[src/design/iep_pkg.sv]
// Package: shared types and constants for the init event TLV parser.
`default_nettype none
package iep_pkg;

    // Default maximum packet size in bytes
    localparam int MAX_BYTES_DEF = 256;

    // Header and event constants
    localparam logic [7:0] HDR_NIBBLE_MASK = 8'h0f;
    localparam logic [7:0] HDR_NIBBLE_VAL  = 8'h05;
    localparam logic [7:0] PKT_TYPE_EVENT  = 8'h33;
    localparam logic [7:0] HDR_BYTES       = 8'd12;
    localparam logic [7:0] EVT_TAG_INIT    = 8'h22;

    // Entry tags
    localparam logic [7:0] TAG_CAPS    = 8'h11;
    localparam logic [7:0] TAG_CHIP_ID = 8'h12;
    localparam logic [7:0] TAG_RX_QUE  = 8'h14;
    localparam logic [7:0] TAG_TX_QUE  = 8'h15;
    localparam logic [7:0] TAG_FW_VER  = 8'h17;

    // Device acceptance
    localparam logic [7:0] CHIP_ID_OK  = 8'h0d;
    localparam logic [7:0] CAP_REQ_BIT = 8'h01;

    typedef enum logic [1:0] {
        ST_OK    = 2'd0,
        ST_PROTO = 2'd1,
        ST_SIZE  = 2'd2,
        ST_UNSUP = 2'd3
    } t_status;

    typedef enum logic [1:0] {
        PH_TAG = 2'd0,
        PH_LEN = 2'd1,
        PH_VAL = 2'd2
    } t_phase;

    // Control from the header stage to the entry walker
    typedef struct packed {
        logic step;   // byte consumed this cycle
        logic load;   // event length byte
        logic walk;   // byte inside the entry region
        logic clear;  // final byte of the packet
    } t_walk_ctl;

    // Walker results after the current byte
    typedef struct packed {
        logic        err;
        logic [7:0]  caps;
        logic [7:0]  chip_id;
        logic [7:0]  rx_que;
        logic [7:0]  tx_que;
        logic [31:0] fw_ver;
    } t_walk_res;

endpackage
`default_nettype wire

[src/design/iep_if.sv]
// Interfaces: byte input channel and result output channel.
`default_nettype none
interface iep_byte_if;
    logic       valid;
    logic       ready;
    logic [7:0] data_byte;
    logic       last_byte;

    modport source (output valid, output data_byte, output last_byte, input ready);
    modport sink   (input valid, input data_byte, input last_byte, output ready);
endinterface

interface iep_res_if;
    logic        valid;
    logic        ready;
    logic [1:0]  status;
    logic [7:0]  capabilities;
    logic [7:0]  device_id;
    logic [7:0]  rx_queue_depth;
    logic [7:0]  tx_queue_depth;
    logic [31:0] fw_version;

    modport source (output valid, output status, output capabilities, output device_id,
                    output rx_queue_depth, output tx_queue_depth,
                    output fw_version, input ready);
    modport sink   (input valid, input status, input capabilities, input device_id,
                    input rx_queue_depth, input tx_queue_depth,
                    input fw_version, output ready);
endinterface
`default_nettype wire

[src/design/iep_walk.sv]
// Entry walker: steps through the TLV entries of the init event and captures values.
`default_nettype none
module iep_walk (
    input  wire logic              i_clk,
    input  wire logic              i_rst_n,
    input  wire iep_pkg::t_walk_ctl i_ctl,
    input  wire logic [7:0]        i_data,
    output iep_pkg::t_walk_res     o_res
);
    import iep_pkg::*;

    t_phase      r_phase,  n_phase;
    logic [7:0]  r_region, n_region;
    logic [7:0]  r_tag,    n_tag;
    logic [7:0]  r_len,    n_len;
    logic [7:0]  r_pos,    n_pos;
    logic        r_err,    n_err;
    logic [7:0]  r_caps,   n_caps;
    logic [7:0]  r_chip,   n_chip;
    logic [7:0]  r_rxq,    n_rxq;
    logic [7:0]  r_txq,    n_txq;
    logic [31:0] r_acc,    n_acc;
    logic [31:0] r_ver,    n_ver;
    logic [31:0] acc_new;

    // Merge the value byte into the accumulator, low byte first
    always_comb begin
        acc_new = r_acc;
        if (r_pos < 8'd4) begin
            case (r_pos[1:0])
                2'd0:    acc_new[7:0]   = r_acc[7:0]   | i_data;
                2'd1:    acc_new[15:8]  = r_acc[15:8]  | i_data;
                2'd2:    acc_new[23:16] = r_acc[23:16] | i_data;
                default: acc_new[31:24] = r_acc[31:24] | i_data;
            endcase
        end
    end

    // Advance the walk by one byte
    always_comb begin
        n_phase  = r_phase;
        n_region = r_region;
        n_tag    = r_tag;
        n_len    = r_len;
        n_pos    = r_pos;
        n_err    = r_err;
        n_caps   = r_caps;
        n_chip   = r_chip;
        n_rxq    = r_rxq;
        n_txq    = r_txq;
        n_acc    = r_acc;
        n_ver    = r_ver;
        if (i_ctl.load) begin
            n_region = i_data;
            n_phase  = PH_TAG;
        end else if (i_ctl.walk && !r_err) begin
            case (r_phase)
                PH_TAG: begin
                    if (r_region != 8'd0) begin
                        if (r_region < 8'd2) begin
                            n_err = 1'b1;
                        end else begin
                            n_tag    = i_data;
                            n_region = r_region - 8'd2;
                            n_phase  = PH_LEN;
                        end
                    end
                end
                PH_LEN: begin
                    n_len = i_data;
                    if (i_data > r_region) begin
                        n_err = 1'b1;
                    end else begin
                        n_region = r_region - i_data;
                        n_pos    = 8'd0;
                        n_acc    = 32'd0;
                        n_phase  = (i_data == 8'd0) ? PH_TAG : PH_VAL;
                    end
                end
                PH_VAL: begin
                    n_acc = acc_new;
                    n_pos = r_pos + 8'd1;
                    if (n_pos == r_len) begin
                        n_phase = PH_TAG;
                        // Commit the finished entry
                        if (r_len == 8'd1) begin
                            if (r_tag == TAG_CAPS)         n_caps = acc_new[7:0];
                            else if (r_tag == TAG_CHIP_ID) n_chip = acc_new[7:0];
                            else if (r_tag == TAG_RX_QUE)  n_rxq  = acc_new[7:0];
                            else if (r_tag == TAG_TX_QUE)  n_txq  = acc_new[7:0];
                        end else if (r_len == 8'd4 && r_tag == TAG_FW_VER) begin
                            n_ver = acc_new;
                        end
                    end
                end
                default: begin
                    n_phase = PH_TAG;
                end
            endcase
        end
    end

    // Report the state as it stands after this byte
    assign o_res.err     = n_err;
    assign o_res.caps    = n_caps;
    assign o_res.chip_id = n_chip;
    assign o_res.rx_que  = n_rxq;
    assign o_res.tx_que  = n_txq;
    assign o_res.fw_ver  = n_ver;

    // Hold walk state; clear at the end of each packet
    always_ff @(posedge i_clk) begin
        if (!i_rst_n || (i_ctl.step && i_ctl.clear)) begin
            r_phase  <= PH_TAG;
            r_region <= 8'd0;
            r_tag    <= 8'd0;
            r_len    <= 8'd0;
            r_pos    <= 8'd0;
            r_err    <= 1'b0;
            r_caps   <= 8'd0;
            r_chip   <= 8'd0;
            r_rxq    <= 8'd0;
            r_txq    <= 8'd0;
            r_acc    <= 32'd0;
            r_ver    <= 32'd0;
        end else if (i_ctl.step) begin
            r_phase  <= n_phase;
            r_region <= n_region;
            r_tag    <= n_tag;
            r_len    <= n_len;
            r_pos    <= n_pos;
            r_err    <= n_err;
            r_caps   <= n_caps;
            r_chip   <= n_chip;
            r_rxq    <= n_rxq;
            r_txq    <= n_txq;
            r_acc    <= n_acc;
            r_ver    <= n_ver;
        end
    end

endmodule
`default_nettype wire

[src/design/init_event_tlv_parser.sv]
// Top level: init event TLV parser with input register, header checks and result register.
//
// Usage: feed packet bytes on i_byte, one per transfer, with last_byte set on the
// final byte. One result transfer leaves on o_res for every final byte; no other
// byte produces a result. The result carries the status (ok, protocol error, size
// error, unsupported device) and the captured capability, chip id, queue sizes and
// firmware version; the values are zero on protocol or size errors.
// Throughput: one byte per cycle while no final byte waits behind a held result.
// Every byte passes an input register before it is processed; the result sits in
// an output register. The final byte's transfer fills the input register, and
// consuming it there loads the result register.
// Stall: a held result blocks only a following final byte in the input register;
// other bytes keep flowing, so i_byte.ready drops only when a second result waits.
// Reset: i_rst_n, synchronous and active low, empties both registers and returns
// the parser to the start of a packet. The parser also returns there after each
// final byte. Packets longer than MAX_PACKET_BYTES end with a size error.
`default_nettype none
module init_event_tlv_parser #(
    parameter int MAX_PACKET_BYTES = iep_pkg::MAX_BYTES_DEF
) (
    input  wire logic      i_clk,
    input  wire logic      i_rst_n,
    iep_byte_if.sink       i_byte,
    iep_res_if.source      o_res
);
    import iep_pkg::*;

    localparam int CW = $clog2(MAX_PACKET_BYTES + 2);
    localparam logic [CW-1:0] CNT_SAT = CW'(MAX_PACKET_BYTES + 1);
    localparam logic [CW-1:0] CNT_MAX = CW'(MAX_PACKET_BYTES);

    // Input register
    logic        r_in_valid;
    logic [7:0]  r_in_data;
    logic        r_in_last;
    logic        fire;

    // Header state
    logic [CW-1:0] r_count,   n_count;
    logic          r_hdr_bad, n_hdr_bad;
    logic [15:0]   r_plen,    n_plen;
    logic [15:0]   r_pstart,  n_pstart;
    logic          r_tag_bad, n_tag_bad;
    logic [7:0]    r_elen,    n_elen;

    // Result register
    logic        r_out_valid;
    t_status     r_status;
    logic [7:0]  r_caps;
    logic [7:0]  r_chip;
    logic [7:0]  r_rxq;
    logic [7:0]  r_txq;
    logic [31:0] r_ver;

    t_walk_ctl   walk_ctl;
    t_walk_res   walk_res;
    t_status     status;
    logic [16:0] len_ext;

    // Consume the held byte unless it would overwrite a waiting result
    assign fire = r_in_valid && (!r_in_last || !r_out_valid || o_res.ready);
    assign i_byte.ready = !r_in_valid || fire;

    // Capture each input transfer
    always_ff @(posedge i_clk) begin
        if (!i_rst_n) begin
            r_in_valid <= 1'b0;
        end else if (i_byte.valid && i_byte.ready) begin
            r_in_valid <= 1'b1;
        end else if (fire) begin
            r_in_valid <= 1'b0;
        end
        if (i_byte.valid && i_byte.ready) begin
            r_in_data <= i_byte.data_byte;
            r_in_last <= i_byte.last_byte;
        end
    end

    // Decode header fields by byte position
    always_comb begin
        n_count   = (r_count != CNT_SAT) ? r_count + CW'(1) : r_count;
        n_hdr_bad = r_hdr_bad;
        n_plen    = r_plen;
        n_pstart  = r_pstart;
        n_tag_bad = r_tag_bad;
        n_elen    = r_elen;
        walk_ctl.step  = fire;
        walk_ctl.load  = 1'b0;
        walk_ctl.walk  = 1'b0;
        walk_ctl.clear = r_in_last;
        case (r_count)
            CW'(0):  n_hdr_bad = r_hdr_bad
                         || ((r_in_data & HDR_NIBBLE_MASK) != HDR_NIBBLE_VAL);
            CW'(2):  n_plen[7:0]    = r_in_data;
            CW'(3):  n_plen[15:8]   = r_in_data;
            CW'(4):  n_pstart[7:0]  = r_in_data;
            CW'(5):  n_pstart[15:8] = r_in_data;
            CW'(11): n_hdr_bad = r_hdr_bad || (r_in_data != PKT_TYPE_EVENT);
            CW'(12): n_tag_bad = (r_in_data != EVT_TAG_INIT);
            CW'(13): begin
                n_elen        = r_in_data;
                walk_ctl.load = 1'b1;
            end
            default: walk_ctl.walk = (r_count >= CW'(14));
        endcase
    end

    iep_walk u_walk (
        .i_clk   (i_clk),
        .i_rst_n (i_rst_n),
        .i_ctl   (walk_ctl),
        .i_data  (r_in_data),
        .o_res   (walk_res)
    );

    // Resolve the packet status in priority order
    assign len_ext = 17'(n_count);
    always_comb begin
        if (n_count > CNT_MAX) begin
            status = ST_SIZE;
        end else if (n_count < CW'(HDR_BYTES) || n_hdr_bad) begin
            status = ST_PROTO;
        end else if (n_pstart != 16'(HDR_BYTES)
                     || 17'(n_plen) > len_ext - 17'(HDR_BYTES)
                     || n_plen < 16'd2) begin
            status = ST_SIZE;
        end else if (n_tag_bad) begin
            status = ST_PROTO;
        end else if (17'(n_elen) + 17'd2 > 17'(n_plen)) begin
            status = ST_SIZE;
        end else if (walk_res.err) begin
            status = ST_PROTO;
        end else if (walk_res.chip_id != CHIP_ID_OK
                     || (walk_res.caps & CAP_REQ_BIT) == 8'd0) begin
            status = ST_UNSUP;
        end else begin
            status = ST_OK;
        end
    end

    // Hold header state; restart at the final byte
    always_ff @(posedge i_clk) begin
        if (!i_rst_n || (fire && r_in_last)) begin
            r_count   <= '0;
            r_hdr_bad <= 1'b0;
            r_plen    <= 16'd0;
            r_pstart  <= 16'd0;
            r_tag_bad <= 1'b0;
            r_elen    <= 8'd0;
        end else if (fire) begin
            r_count   <= n_count;
            r_hdr_bad <= n_hdr_bad;
            r_plen    <= n_plen;
            r_pstart  <= n_pstart;
            r_tag_bad <= n_tag_bad;
            r_elen    <= n_elen;
        end
    end

    // Load the result on the final byte, drop it once transferred
    always_ff @(posedge i_clk) begin
        if (!i_rst_n) begin
            r_out_valid <= 1'b0;
        end else if (fire && r_in_last) begin
            r_out_valid <= 1'b1;
        end else if (o_res.ready) begin
            r_out_valid <= 1'b0;
        end
        if (fire && r_in_last) begin
            r_status <= status;
            if (status == ST_OK || status == ST_UNSUP) begin
                r_caps <= walk_res.caps;
                r_chip <= walk_res.chip_id;
                r_rxq  <= walk_res.rx_que;
                r_txq  <= walk_res.tx_que;
                r_ver  <= walk_res.fw_ver;
            end else begin
                r_caps <= 8'd0;
                r_chip <= 8'd0;
                r_rxq  <= 8'd0;
                r_txq  <= 8'd0;
                r_ver  <= 32'd0;
            end
        end
    end

    assign o_res.valid          = r_out_valid;
    assign o_res.status         = r_status;
    assign o_res.capabilities   = r_caps;
    assign o_res.device_id      = r_chip;
    assign o_res.rx_queue_depth = r_rxq;
    assign o_res.tx_queue_depth = r_txq;
    assign o_res.fw_version     = r_ver;

    // Byte counter saturates one past the size limit
    a_count_range: assert property (@(posedge i_clk) disable iff (!i_rst_n)
        r_count <= CNT_SAT)
        else $error("byte counter past saturation");

    // A final byte restarts the count
    a_count_restart: assert property (@(posedge i_clk) disable iff (!i_rst_n)
        fire && r_in_last |=> r_count == '0)
        else $error("byte counter not cleared after final byte");

    // An ok result always names the supported device
    a_ok_device: assert property (@(posedge i_clk) disable iff (!i_rst_n)
        r_out_valid && r_status == ST_OK |->
            r_chip == CHIP_ID_OK && (r_caps & CAP_REQ_BIT) != 8'd0)
        else $error("ok status with unsupported device values");

    // Error results carry zero values
    a_err_zero: assert property (@(posedge i_clk) disable iff (!i_rst_n)
        r_out_valid && (r_status == ST_PROTO || r_status == ST_SIZE) |->
            r_caps == 8'd0 && r_chip == 8'd0 && r_rxq == 8'd0
            && r_txq == 8'd0 && r_ver == 32'd0)
        else $error("error result carries nonzero values");

    // A waiting result is never overwritten
    a_no_overwrite: assert property (@(posedge i_clk) disable iff (!i_rst_n)
        r_out_valid && !o_res.ready |-> !(fire && r_in_last))
        else $error("result overwritten while stalled");

endmodule
`default_nettype wire
[src/flat_wrapper.sv]
// flat-port wrapper written by rule: the top's interface ports become plain ports
module init_event_tlv_parser_flat import iep_pkg::*;
#(
    parameter int MAX_PACKET_BYTES = iep_pkg::MAX_BYTES_DEF
)
  (i_clk, i_rst_n, i_byte_valid, i_byte_data_byte, i_byte_last_byte, i_byte_ready, o_res_valid, o_res_status, o_res_capabilities, o_res_device_id, o_res_rx_queue_depth, o_res_tx_queue_depth, o_res_fw_version, o_res_ready);
  iep_byte_if i_byte_i ();
  iep_res_if o_res_i ();
  input  wire logic i_clk;
  input  wire logic i_rst_n;
  input wire logic [$bits(i_byte_i.valid)-1:0] i_byte_valid;
  input wire logic [$bits(i_byte_i.data_byte)-1:0] i_byte_data_byte;
  input wire logic [$bits(i_byte_i.last_byte)-1:0] i_byte_last_byte;
  output wire logic [$bits(i_byte_i.ready)-1:0] i_byte_ready;
  output wire logic [$bits(o_res_i.valid)-1:0] o_res_valid;
  output wire logic [$bits(o_res_i.status)-1:0] o_res_status;
  output wire logic [$bits(o_res_i.capabilities)-1:0] o_res_capabilities;
  output wire logic [$bits(o_res_i.device_id)-1:0] o_res_device_id;
  output wire logic [$bits(o_res_i.rx_queue_depth)-1:0] o_res_rx_queue_depth;
  output wire logic [$bits(o_res_i.tx_queue_depth)-1:0] o_res_tx_queue_depth;
  output wire logic [$bits(o_res_i.fw_version)-1:0] o_res_fw_version;
  input wire logic [$bits(o_res_i.ready)-1:0] o_res_ready;
  assign i_byte_i.valid = i_byte_valid;
  assign i_byte_i.data_byte = i_byte_data_byte;
  assign i_byte_i.last_byte = i_byte_last_byte;
  assign i_byte_ready = i_byte_i.ready;
  assign o_res_valid = o_res_i.valid;
  assign o_res_status = o_res_i.status;
  assign o_res_capabilities = o_res_i.capabilities;
  assign o_res_device_id = o_res_i.device_id;
  assign o_res_rx_queue_depth = o_res_i.rx_queue_depth;
  assign o_res_tx_queue_depth = o_res_i.tx_queue_depth;
  assign o_res_fw_version = o_res_i.fw_version;
  assign o_res_i.ready = o_res_ready;
  init_event_tlv_parser #(.MAX_PACKET_BYTES(MAX_PACKET_BYTES)) u_core (.i_clk(i_clk), .i_rst_n(i_rst_n), .i_byte(i_byte_i), .o_res(o_res_i));
endmodule
[config.mk]
export PLATFORM = sky130hd
export DESIGN_NAME = init_event_tlv_parser_flat
export DESIGN_NICKNAME = d
export VERILOG_FILES = /design/src/design/iep_pkg.sv /design/src/design/iep_if.sv /design/src/design/iep_walk.sv /design/src/design/init_event_tlv_parser.sv /design/src/flat_wrapper.sv
export SDC_FILE = /design/constraint.sdc
export NUM_CORES = 1
export LEC_CHECK = 0
export BUFFER_PORTS_ARGS = -buffer_cell sky130_fd_sc_hd__buf_2
export CAP_MARGIN = 10
export CELL_PAD_IN_SITES_DETAIL_PLACEMENT = 1
export CELL_PAD_IN_SITES_GLOBAL_PLACEMENT = 2
export CORE_MARGIN = 1.5
export CORE_UTILIZATION = 41
export DETAILED_ROUTE_END_ITERATION = 10
export PLACE_DENSITY_LB_ADDON = 0.1
export SYNTH_ARGS = -nofsm -noshare
export SYNTH_HDL_FRONTEND = slang
export SYNTH_SLANG_ARGS = --single-unit
[constraint.sdc]
create_clock -name i_clk -period 10.94 [get_ports i_clk]
set_clock_uncertainty 0.1 [all_clocks]
set_input_delay 0.547 -clock i_clk [delete_from_list [all_inputs] [get_ports i_clk]]
set_output_delay 0.547 -clock i_clk [all_outputs]
set_load 0.01 [all_outputs]
==> key figures <==
Setup path
  – Crit-path cells: ha_1 -> nand3_2 -> nor3_1 -> a22oi_2 -> o22ai_1 -> nand2_1 -> ha_1 -> a21o_1 -> a21o_1 -> a21oi_1 -> o311ai_0 -> a21oi_1 -> o2111ai_1 -> or4b_4 -> a21oi_2
  – Max stage delay on crit path: a little under 1 ns
  – Worst path buffer plus inverter count: 0
  – Worst-path maximum fanout: 64
  – Worst setup EP type: flip-flop
  – R2r setup slk: ~5.5 ns
  – Cell family with most CP delay: simple AND/OR/NAND/NOR gates
  – Critical Path Start Type: flip-flop
  – Slowest cell on the critical path: or4b_4
  – Class of the most critical setup path: flip-flop to flip-flop
  – Worst EP required: approximately 11 ns
  – Crit path DAT: 5.74 ns

Routing
  – Vias per cell: around 5.5
  – WL per Instance: 19.5 um
  – Wire length on met1: between 15,000 and 20,000 um
  – DRT Wirelength: roughly 38,000 um
  – Post-route ant nets: 0
  – Met3 routed WL: 993 um
  – Initial detailed-routing violation count: slightly above 600
  – Met2 routed wirelength: approximately 18,000 um
  – Via Count: ~11,000
  – Uppermost routed layer: met4
  – Drt drc: 0
  – TritonRoute pass-1 iters: 5

Timing
  – Slew Viols, Final: 0
  – Fin. Hold Viols: 0
  – Slew headroom: 28.2%
  – Unrepaired setup endpoints after global routing: no
  – Maximum clock rate: 184 MHz
  – Final hold slack: 0.0609 ns
  – Worst-margin pin slew: ~1.1 ns
  – Tcrit/Tclk final: between 40% and 50%
  – Setup TNS: 0 ns
  – Final Setup Violations: 0
  – Tmin final: 5.44 ns

Clock tree
  – Clk sink count: 259
  – Postcts setup bufs: 0
  – Clock Root Buffer: clkbuf_16
  – Post-CTS sizing: 0
  – H-Tree Depth: 1
  – CTS tree: yes
  – Clk_lat worst skew: 0.56 ns
  – Reg clk slew, reported paths: about 0.060 ns
  – Hold_buf cts: 0
  – Clk buf depth: 3
  – Total CTS buffers: 30

Logic synthesis
  – Top FF cell, synth: dfxtp_1
  – Ys async rst share: 0%
  – Distinct cell type count of the synthesized netlist: between 60 and 70
  – Avg Cell Area, Syn: slightly below 9 um2
  – Register area share after synthesis: 45.5%
  – Post-Syn Area: around 13,000 um2
  – Synthesized flop and latch total: roughly 260
  – Post-Synthesis Cells: ~1,500
  – Post-synth net total: ~1,600
  – Ys Warns: 0
  – Post-synth EDFFs: 75

Power and ir drop
  – Peak VDD IR: approximately 120 uV
  – Leakage power: 5.79 nW
  – PwrDens: 147 nW/um2

Job
  – Max_cap viols: 0

Global route
  – First-pass GRT wire length: ~62,000 um
  – Grt ovf: 0
  – Largest net degree at the start of global routing: 81
  – Number of global-route vias before repair: ~11,000
  – Initial antenna violation count: 0
  – Tot GR Track Use: a little under a quarter

Finish
  – Layout cells sized above 1: between 10% and 20%
  – Final nets: roughly 1,600
  – Cell area after layout: between 10,000 and 15,000 um2
  – Fillers: between 3,000 and 4,000
  – Area grow syn2layout: 12.7%
  – Final Util: 46.8%
  – # diodes: 0

Placement
  – DP Area: approximately 14,000 um2
  – Final RePlAce weighted congestion: approximately 0.8
  – Port bufs: 80
  – Post-DP HPWL: about 25,000 um

Worst hold path
  – Worst min path class: primary input to flip-flop

Die
  – Initial Util: between 40% and 50%
  – CORE AREA: between 30,000 and 40,000 um2
  – IO Pins: 81
  – Site row count: 65
  – Die H: between 150 and 200 um
  – DIE WIDTH: ~180 um
  – Die ar.: roughly 33,000 um2

Run status
  – Run status: finished clean
==> worst register-to-register path, delay by kind of cell (launching register included) <==
family / cells / cell delay, ns
AO/OA/AOI/OAI: 9 / 1.86
adder cells (fa/ha/maj): 2 / 0.84
flip-flops: 1 / 0.53
AND/OR/NAND/NOR: 4 / 1.95
==> cell usage after synthesis, drive strengths merged, types with 3 or more instances <==
library cell	n	area [um2]
o21ai	43	215
edfxtp	75	2250
a21o	38	285
nor2b	12	75.1
buf	18	126
mux2i	76	761
nor4	15	93.8
or4b	3	30.0
a31oi	5	31.3
dfxtp	184	3680
nand3	38	195
nor3b	7	52.6
o311a	3	30.0
or3	5	31.3
o31ai	6	45.0
o211ai	4	30.0
o311ai	3	26.3
o2111ai	3	26.3
a21oi	183	1020
nand2	238	893
xnor2	26	228
inv	36	135
a21boi	5	37.5
and3	12	75.1
or4	6	45.0
xor2	16	140
nand2b	9	56.3
o21a	4	30.0
nor2	196	743
clkbuf	84	315
ha	46	576
nor3	23	135
and2	7	43.8
nand4	14	87.6
a211oi	21	163
or2	7	43.8
==> registers in the layout, summed over array words and instances, names as in the netlist, 9 cells and up <==
| name | flops |
|---|---|
| u_core.o_res.fw_version | 32 |
| u_core.r_count | 9 |
| u_core.r_plen | 16 |
| u_core.r_pstart | 16 |
| u_core.u_walk.r_acc | 32 |
| u_core.u_walk.r_ver | 32 |
==> final timing paths <==
| check | start | to | depth (start not counted) |
|---|---|---|---|
| worst max-delay path | u_core.r_count[1] | u_core.o_res.fw_version[25] | 15 |
| worst min-delay path | i_byte_data_byte[6] | u_core.r_in_data[6] | 1 |
| worst max register to register | u_core.r_count[1] | u_core.o_res.fw_version[25] | 15 |
| worst min register to register | u_core.r_pstart[14] | u_core.r_pstart[14] | 2 |
==> cells in the final DEF, fill, tap and decap left out, types with 14 or more instances in the layout <==
cell type	synthesis	routed
a211oi_1	20	19
a21o_1	38	38
a21oi_1	155	155
a21oi_2	28	28
buf_2	8	80
buf_4	1	19
clkbuf_16	0	31
dfxtp_1	184	184
edfxtp_1	75	75
ha_1	46	46
inv_1	36	36
mux2i_1	76	76
nand2_1	238	238
nand3_1	37	37
nand4_1	14	14
nor2_1	193	192
nor3_1	19	19
nor4_1	15	15
o21ai_0	42	42
xnor2_1	26	26
xor2_1	16	16
==> metal layers <==
metal	up-vias	global-route usage, %
li1	5270	-
met1	5353	32.6
met2	140	40.0
met3	46	2.56
met4	0	4.77
met5	-	0
==> kinds of logic (layout without fill, tap and decap cells) <==
logic type	count (synthesis)	after routing	share of synthesized area (%)
simple gates	602	602	20.6
compound gates	333	333	15.9
flops	259	259	45.5
buf+inv	140	193	4.48
mux	78	78	6.01
fa+ha+maj	47	47	4.57
xor+xnor	42	42	2.82
==> power by group <==
group / leakage (nW) / internal, W / total (W) / switching, W
Clock: 0.507 / 0.000633 / 0.00105 / 0.000415
Combinational: 2.98 / 0.0000294 / 0.000111 / 0.0000812
Sequential: 2.30 / 0.000992 / 0.000997 / 0.00000507
Total: 5.79 / 0.00165 / 0.00216 / 0.000501
==> final cells by class <==
cell class                      count  area (um2)  area share (%)
Multi-Input combinational cell   1102        6540            44.5
Sequential cell                   259        5940            40.4
Clock buffer                       42         847            5.77
Timing Repair Buffer               99         543            3.70
Tap cell                          402         503            3.43
Clock inverter                     14         176            1.20
Inverter                           38         143           0.971
==> through the flow <==
step                      setup slack [ns]  total power [W]  std cells
final                                 5.50          0.00216       1956
after CTS                             5.45          0.00218       1956
after floorplan                       6.65          0.00109       1501
after global placement                5.67          0.00113       1900
after global routing                  5.09          0.00223       1956
after detailed placement              5.52          0.00113       1900
Power figures use the tool's default switching activity.
